File: src/hdl/aes_pkg.sv
// Package for the AES block cipher core: types, S-box tables and round functions.
// Used by the controller, the datapath and the top level.
`default_nettype none
package aes_pkg;

  localparam int MaxRoundsDefault = 14;

  localparam logic [1:0] MODE_128 = 2'd0;
  localparam logic [1:0] MODE_192 = 2'd1;
  localparam logic [1:0] MODE_256 = 2'd2;

  localparam logic [2:0] REG_KEY0 = 3'd0;
  localparam logic [2:0] REG_KEY1 = 3'd1;
  localparam logic [2:0] REG_KEY2 = 3'd2;
  localparam logic [2:0] REG_KEY3 = 3'd3;
  localparam logic [2:0] REG_MODE = 3'd4;

  localparam logic [7:0] RCON_FIRST = 8'h01;

  typedef enum logic [2:0] {
    ST_IDLE,
    ST_KEY_EXP,
    ST_LOAD,
    ST_ROUND,
    ST_DONE
  } aes_state_t;

  // Commands from the controller to the datapath.
  typedef struct packed {
    logic key_start;  // load cipher key words, begin expansion
    logic key_step;   // produce the next round key word
    logic load;       // load input block with initial key added
    logic round;      // run one middle round
    logic last;       // run the final round into the output register
  } aes_cmd_t;

  // Status back to the controller.
  typedef struct packed {
    logic key_done;
    logic round_last;  // next round is the final one
  } aes_sts_t;

  localparam logic [7:0] FWD_SBOX [256] = '{
    8'h63,8'h7c,8'h77,8'h7b,8'hf2,8'h6b,8'h6f,8'hc5,8'h30,8'h01,8'h67,8'h2b,8'hfe,8'hd7,8'hab,8'h76,
    8'hca,8'h82,8'hc9,8'h7d,8'hfa,8'h59,8'h47,8'hf0,8'had,8'hd4,8'ha2,8'haf,8'h9c,8'ha4,8'h72,8'hc0,
    8'hb7,8'hfd,8'h93,8'h26,8'h36,8'h3f,8'hf7,8'hcc,8'h34,8'ha5,8'he5,8'hf1,8'h71,8'hd8,8'h31,8'h15,
    8'h04,8'hc7,8'h23,8'hc3,8'h18,8'h96,8'h05,8'h9a,8'h07,8'h12,8'h80,8'he2,8'heb,8'h27,8'hb2,8'h75,
    8'h09,8'h83,8'h2c,8'h1a,8'h1b,8'h6e,8'h5a,8'ha0,8'h52,8'h3b,8'hd6,8'hb3,8'h29,8'he3,8'h2f,8'h84,
    8'h53,8'hd1,8'h00,8'hed,8'h20,8'hfc,8'hb1,8'h5b,8'h6a,8'hcb,8'hbe,8'h39,8'h4a,8'h4c,8'h58,8'hcf,
    8'hd0,8'hef,8'haa,8'hfb,8'h43,8'h4d,8'h33,8'h85,8'h45,8'hf9,8'h02,8'h7f,8'h50,8'h3c,8'h9f,8'ha8,
    8'h51,8'ha3,8'h40,8'h8f,8'h92,8'h9d,8'h38,8'hf5,8'hbc,8'hb6,8'hda,8'h21,8'h10,8'hff,8'hf3,8'hd2,
    8'hcd,8'h0c,8'h13,8'hec,8'h5f,8'h97,8'h44,8'h17,8'hc4,8'ha7,8'h7e,8'h3d,8'h64,8'h5d,8'h19,8'h73,
    8'h60,8'h81,8'h4f,8'hdc,8'h22,8'h2a,8'h90,8'h88,8'h46,8'hee,8'hb8,8'h14,8'hde,8'h5e,8'h0b,8'hdb,
    8'he0,8'h32,8'h3a,8'h0a,8'h49,8'h06,8'h24,8'h5c,8'hc2,8'hd3,8'hac,8'h62,8'h91,8'h95,8'he4,8'h79,
    8'he7,8'hc8,8'h37,8'h6d,8'h8d,8'hd5,8'h4e,8'ha9,8'h6c,8'h56,8'hf4,8'hea,8'h65,8'h7a,8'hae,8'h08,
    8'hba,8'h78,8'h25,8'h2e,8'h1c,8'ha6,8'hb4,8'hc6,8'he8,8'hdd,8'h74,8'h1f,8'h4b,8'hbd,8'h8b,8'h8a,
    8'h70,8'h3e,8'hb5,8'h66,8'h48,8'h03,8'hf6,8'h0e,8'h61,8'h35,8'h57,8'hb9,8'h86,8'hc1,8'h1d,8'h9e,
    8'he1,8'hf8,8'h98,8'h11,8'h69,8'hd9,8'h8e,8'h94,8'h9b,8'h1e,8'h87,8'he9,8'hce,8'h55,8'h28,8'hdf,
    8'h8c,8'ha1,8'h89,8'h0d,8'hbf,8'he6,8'h42,8'h68,8'h41,8'h99,8'h2d,8'h0f,8'hb0,8'h54,8'hbb,8'h16
  };

  localparam logic [7:0] INV_SBOX [256] = '{
    8'h52,8'h09,8'h6a,8'hd5,8'h30,8'h36,8'ha5,8'h38,8'hbf,8'h40,8'ha3,8'h9e,8'h81,8'hf3,8'hd7,8'hfb,
    8'h7c,8'he3,8'h39,8'h82,8'h9b,8'h2f,8'hff,8'h87,8'h34,8'h8e,8'h43,8'h44,8'hc4,8'hde,8'he9,8'hcb,
    8'h54,8'h7b,8'h94,8'h32,8'ha6,8'hc2,8'h23,8'h3d,8'hee,8'h4c,8'h95,8'h0b,8'h42,8'hfa,8'hc3,8'h4e,
    8'h08,8'h2e,8'ha1,8'h66,8'h28,8'hd9,8'h24,8'hb2,8'h76,8'h5b,8'ha2,8'h49,8'h6d,8'h8b,8'hd1,8'h25,
    8'h72,8'hf8,8'hf6,8'h64,8'h86,8'h68,8'h98,8'h16,8'hd4,8'ha4,8'h5c,8'hcc,8'h5d,8'h65,8'hb6,8'h92,
    8'h6c,8'h70,8'h48,8'h50,8'hfd,8'hed,8'hb9,8'hda,8'h5e,8'h15,8'h46,8'h57,8'ha7,8'h8d,8'h9d,8'h84,
    8'h90,8'hd8,8'hab,8'h00,8'h8c,8'hbc,8'hd3,8'h0a,8'hf7,8'he4,8'h58,8'h05,8'hb8,8'hb3,8'h45,8'h06,
    8'hd0,8'h2c,8'h1e,8'h8f,8'hca,8'h3f,8'h0f,8'h02,8'hc1,8'haf,8'hbd,8'h03,8'h01,8'h13,8'h8a,8'h6b,
    8'h3a,8'h91,8'h11,8'h41,8'h4f,8'h67,8'hdc,8'hea,8'h97,8'hf2,8'hcf,8'hce,8'hf0,8'hb4,8'he6,8'h73,
    8'h96,8'hac,8'h74,8'h22,8'he7,8'had,8'h35,8'h85,8'he2,8'hf9,8'h37,8'he8,8'h1c,8'h75,8'hdf,8'h6e,
    8'h47,8'hf1,8'h1a,8'h71,8'h1d,8'h29,8'hc5,8'h89,8'h6f,8'hb7,8'h62,8'h0e,8'haa,8'h18,8'hbe,8'h1b,
    8'hfc,8'h56,8'h3e,8'h4b,8'hc6,8'hd2,8'h79,8'h20,8'h9a,8'hdb,8'hc0,8'hfe,8'h78,8'hcd,8'h5a,8'hf4,
    8'h1f,8'hdd,8'ha8,8'h33,8'h88,8'h07,8'hc7,8'h31,8'hb1,8'h12,8'h10,8'h59,8'h27,8'h80,8'hec,8'h5f,
    8'h60,8'h51,8'h7f,8'ha9,8'h19,8'hb5,8'h4a,8'h0d,8'h2d,8'he5,8'h7a,8'h9f,8'h93,8'hc9,8'h9c,8'hef,
    8'ha0,8'he0,8'h3b,8'h4d,8'hae,8'h2a,8'hf5,8'hb0,8'hc8,8'heb,8'hbb,8'h3c,8'h83,8'h53,8'h99,8'h61,
    8'h17,8'h2b,8'h04,8'h7e,8'hba,8'h77,8'hd6,8'h26,8'he1,8'h69,8'h14,8'h63,8'h55,8'h21,8'h0c,8'h7d
  };

  function automatic logic [7:0] xtime(input logic [7:0] a);
    xtime = {a[6:0], 1'b0} ^ (a[7] ? 8'h1b : 8'h00);
  endfunction

  function automatic logic [31:0] sub_word(input logic [31:0] w);
    sub_word = {FWD_SBOX[w[31:24]], FWD_SBOX[w[23:16]], FWD_SBOX[w[15:8]], FWD_SBOX[w[7:0]]};
  endfunction

  // State byte i sits in bits 127-8i .. 120-8i; column c holds bytes 4c..4c+3.
  function automatic logic [127:0] sub_bytes(input logic [127:0] s, input logic inv);
    logic [127:0] r;
    r = '0;
    for (int i = 0; i < 16; i++) begin
      r[127-8*i -: 8] = inv ? INV_SBOX[s[127-8*i -: 8]] : FWD_SBOX[s[127-8*i -: 8]];
    end
    sub_bytes = r;
  endfunction

  function automatic logic [127:0] shift_rows(input logic [127:0] s, input logic inv);
    logic [127:0] r;
    int src;
    r = '0;
    for (int c = 0; c < 4; c++) begin
      for (int w = 0; w < 4; w++) begin
        src = inv ? ((c + 4 - w) % 4) : ((c + w) % 4);
        r[127-8*(4*c+w) -: 8] = s[127-8*(4*src+w) -: 8];
      end
    end
    shift_rows = r;
  endfunction

  function automatic logic [31:0] mix_col(input logic [31:0] col, input logic inv);
    logic [7:0] a [4];
    logic [7:0] x2 [4];
    logic [7:0] x4 [4];
    logic [7:0] x8 [4];
    logic [7:0] m2 [4];
    logic [7:0] m3 [4];
    logic [7:0] m9 [4];
    logic [7:0] mb [4];
    logic [7:0] md [4];
    logic [7:0] me [4];
    logic [31:0] r;
    for (int k = 0; k < 4; k++) begin
      a[k] = col[31-8*k -: 8];
      x2[k] = xtime(a[k]);
      x4[k] = xtime(x2[k]);
      x8[k] = xtime(x4[k]);
      m2[k] = x2[k];
      m3[k] = x2[k] ^ a[k];
      m9[k] = x8[k] ^ a[k];
      mb[k] = x8[k] ^ x2[k] ^ a[k];
      md[k] = x8[k] ^ x4[k] ^ a[k];
      me[k] = x8[k] ^ x4[k] ^ x2[k];
    end
    for (int w = 0; w < 4; w++) begin
      if (inv) begin
        r[31-8*w -: 8] = me[w] ^ mb[(w+1)%4] ^ md[(w+2)%4] ^ m9[(w+3)%4];
      end else begin
        r[31-8*w -: 8] = m2[w] ^ m3[(w+1)%4] ^ a[(w+2)%4] ^ a[(w+3)%4];
      end
    end
    mix_col = r;
  endfunction

  function automatic logic [127:0] mix_columns(input logic [127:0] s, input logic inv);
    logic [127:0] r;
    for (int c = 0; c < 4; c++) begin
      r[127-32*c -: 32] = mix_col(s[127-32*c -: 32], inv);
    end
    mix_columns = r;
  endfunction

endpackage
`default_nettype wire

File: src/hdl/aes_ctrl.sv
// Controller state machine of the AES core: key expansion, round sequencing, handshake.
// Depends on aes_pkg.
`default_nettype none
module aes_ctrl import aes_pkg::*; (
  input  wire logic     clk,
  input  wire logic     rst,
  input  wire logic     in_valid,
  output logic          in_ready,
  output logic          out_valid,
  input  wire logic     out_ready,
  input  wire logic     keys_ready,
  input  wire aes_sts_t sts,
  output aes_cmd_t      cmd,
  output logic          key_set
);

  aes_state_t state, state_next;

  always_ff @(posedge clk) begin
    if (rst) begin
      state <= ST_IDLE;
    end else begin
      state <= state_next;
    end
  end

  always_comb begin
    state_next = state;
    cmd = '0;
    in_ready = 1'b0;
    out_valid = 1'b0;
    key_set = 1'b0;
    case (state)
      ST_IDLE: begin
        // Keys are expanded before the input is taken, so the block stays put.
        if (in_valid) begin
          if (keys_ready) begin
            in_ready = 1'b1;
            cmd.load = 1'b1;
            state_next = ST_ROUND;
          end else begin
            cmd.key_start = 1'b1;
            state_next = ST_KEY_EXP;
          end
        end
      end
      ST_KEY_EXP: begin
        cmd.key_step = 1'b1;
        if (sts.key_done) begin
          key_set = 1'b1;
          state_next = ST_IDLE;
        end
      end
      ST_ROUND: begin
        if (sts.round_last) begin
          cmd.last = 1'b1;
          state_next = ST_DONE;
        end else begin
          cmd.round = 1'b1;
        end
      end
      ST_DONE: begin
        out_valid = 1'b1;
        if (out_ready) begin
          state_next = ST_IDLE;
        end
      end
      default: state_next = ST_IDLE;
    endcase
  end

`ifndef NO_ASSERTIONS
  a_no_accept_without_keys: assert property (@(posedge clk) disable iff (rst)
    (in_valid && in_ready) |-> keys_ready) else $error("transfer without round keys");
  a_out_holds: assert property (@(posedge clk) disable iff (rst)
    (out_valid && !out_ready) |=> out_valid) else $error("result dropped before transfer");
  a_no_accept_busy: assert property (@(posedge clk) disable iff (rst)
    out_valid |-> !in_ready) else $error("input taken while result pending");
`endif

endmodule
`default_nettype wire

File: config.mk
export PLATFORM = sky130hd
export DESIGN_NAME = aes_ctrl
export DESIGN_NICKNAME = d
export VERILOG_FILES = /design/src/hdl/aes_pkg.sv /design/src/hdl/aes_ctrl.sv
export SDC_FILE = /design/constraint.sdc
export NUM_CORES = 1
export LEC_CHECK = 0
export BUFFER_PORTS_ARGS = -buffer_cell sky130_fd_sc_hd__buf_2
export CORE_AREA = 4 4 41 43
export DETAILED_ROUTE_END_ITERATION = 7
export DIE_AREA = 0 0 45 47
export HOLD_SLACK_MARGIN = 0.08
export SETUP_SLACK_MARGIN = 0.5
export SYNTH_ARGS = -nofsm -noshare
export SYNTH_HDL_FRONTEND = slang
export SYNTH_SLANG_ARGS = --single-unit
File: constraint.sdc
create_clock -name clk -period 2.1 [get_ports clk]
set_input_delay 0.105 -clock clk [delete_from_list [all_inputs] [get_ports clk]]
set_output_delay 0.105 -clock clk [all_outputs]
set_load 0.1 [all_outputs]
==> impl_metrics.py <==
metrics = {
    "cells_and_area": {
        "stdcell_count": 59,
        "regMostFlops": "state",
        "area_delta_synth_final_pct": 103,
        "n_fill_cell": 155,
        "drive_gt1_share_pct": 65.9,
        "largest_reg_flops": 3,
        "final_net_count": 52,
        "top_regs": "state x3",
        "antenna_cells": 0,
    },
    "yosys": {
        "synth_commonest_cells": "nor2_1, dfxtp_1, inv_1, nor3b_1",
        "ys.flop_type": "dfxtp_1",
        "ys_ff_latch": 3,
        "syn-cell-area_um2": 214,
        "ys_seq_area_share_pct": 28.1,
        "synth_edf_count": 0,
        "yosys-top-cells-area": "dfxtp_1, nor2_1, nor3b_1",
        "ys_warn_count": 0,
        "yosysMostFrequentCell": "nor2_1",
        "yosysUniqueCellTypes": 17,
        "async_flop_share_pct": 0,
        "synthesis.instances": 25,
        "synth_top_area_share_pct": 28.1,
        "yosysTopAreaCell": "dfxtp_1",
        "syn_nets": 32,
        "avgSynthCellArea_um2": 8.56,
    },
    "routing": {
        "avgRoutedWirePerCell_um": 11.9,
        "vias": 251,
        "routed_wirelength_um": 704,
        "drtPass1Iterations": 3,
        "ant_nets": 0,
        "vias_per_cell": 4.25,
        "drc_errors": 0,
        "drt_iter0_drc": 3,
    },
    "clocking": {
        "clk_path_buf_depth": 2,
        "h-tree-depth": 1,
        "cts-root-buf": "clkbuf_4",
        "cts_inserted_buffers": 3,
        "clk_latency_ns": 0.23,
        "cts_tree": "done",
        "clkTransAtPathRegs_ns": 0.04,
        "cts.sinks": 3,
    },
    "floorplanning": {
        "row_count": 13,
        "start_util_pct": 16.4,
        "core_um2": 1300,
        "die_h_um": 47,
        "dieArea_um2": 2120,
        "dieWidth_um": 45,
        "boundaryPins": 15,
    },
    "global_routing": {
        "grt_pass1_wl_um": 986,
        "grt_overflow": 0,
        "track_usage_pct": 6.95,
        "grt_pass1_vias": 262,
        "antenna_found_initial": 0,
        "grt_max_degree": 10,
    },
    "timing": {
        "layout_setup_ws_ns": 0.473,
        "setup_viol": 0,
        "period_needed_ns": 1.63,
        "relSlewSlack_pct": 67.8,
        "rsz0062_at_grt": "yes",
        "timing.hold.ws_ns": 0.109,
        "hold_violations": 0,
        "skew_ns": 0.00110,
        "fmax_mhz": 615,
        "fin_tns_setup_ns": 0,
        "timing.final.crit_share_pct": 77.5,
        "tightest_slew_ns": 0.486,
        "slew_viol_final": 0,
    },
    "setup_path": {
        "start_kind": "flop",
        "critPathMaxFanout": 5,
        "arrival_ns": 1.52,
        "critical_path_class": "reg2out",
        "cp-end-kind": "primary output",
        "crit_required_ns": 2.00,
    },
    "power_and_ir_drop": {
        "ir_drop_uv": 196,
        "p_leak_nw": 0.194,
        "powerDensity_nw_per_um2": 658,
        "power.total_mw": 0.286,
    },
    "place": {
        "pre_cts_ws_ns": 0.481,
        "post-place-cells": 52,
        "io_buffers": 14,
        "dp_hpwl_um": 465,
        "gp_congestion": 0.586,
    },
    "min_path": {
        "worstHoldPathType": "in2reg",
    },
    "run": {
        "maxCapViolations": 0,
    },
    "outcome": {
        "status": "complete, no violations",
    },
}
## critical path, cell delays in order (launching register included)
cell,delay (ns)
dfxtp_4,0.34
or4b_4,0.58
nor2_4,0.17
buf_12,0.19
## where the power goes
part	internal, mW	switching, mW
Clock	0.0712	0.0290
Combinational	0.0412	0.0803
Sequential	0.0588	0.00538
## metal layers
layer	global-route usage, %	vias to the layer above	wire, µm
met2	12.1	6	437
li1	-	129	-
met3	2.30	0	47
met5	0	-	0
met4	7.02	0	0
met1	6.12	116	220
## kinds of logic after synthesis
family	after synthesis	share of synthesized area [%]
buffers and inverters	4	12.3
DFF	3	28.1
AOI/OAI and AO/OA	3	11.1
and+or+nand+nor	14	43.9
muxes	1	4.68
## stage by stage
stage               util, %  cell area, µm²
floorplan                 -             251
global placement       24.1             314
detailed placement     24.1             314
CTS                    30.8             400
global route           33.4             434
finish                 33.4             434
## cell usage in the layout (no fill, tap or decap), drive strengths merged
| cell type | instances |
|---|---|
| a21oi | 1 |
| a32o | 1 |
| buf | 16 |
| clkbuf | 4 |
| dfxtp | 3 |
| dlygate4sd3 | 1 |
| inv | 2 |
| mux2i | 1 |
| nand2b | 1 |
| nand3b | 1 |
| nand4b | 1 |
| nor2 | 5 |
| nor3b | 2 |
| nor4 | 1 |
| o32ai | 1 |
| or2b | 1 |
| or4b | 2 |
## repair_timing
action | CTS | global route
setup buffers | 1 | 1
setup endpoints to repair | 3 | 3
hold endpoints to repair | 1 | 0
hold buffers | 1 | 0
pin swaps | 2 | 0
gates resized for setup | 14 | 4
## final cells by class
class	count	area [µm²]	area share, %
inverter	2	7.51	1.73
sequential	3	71.3	16.4
clock buffer	4	26.3	6.05
tap	15	18.8	4.32
multi-input combinational	18	158	36.3
timing repair buffer	17	153	35.2
## path summary, 6_finish.rpt
path              slack (ns)                  start  cells after the start               endpoint
setup / recovery        0.47  state[2]$_SDFFE_PP0P_                      3               in_ready
hold / removal          0.11               in_valid                      2  state[0]$_SDFFE_PP0P_
setup reg to reg        0.89  state[0]$_SDFFE_PP0P_                      3  state[2]$_SDFFE_PP0P_
hold reg to reg         0.58  state[2]$_SDFFE_PP0P_                      2  state[2]$_SDFFE_PP0P_
(Power assumes the default switching activity.)
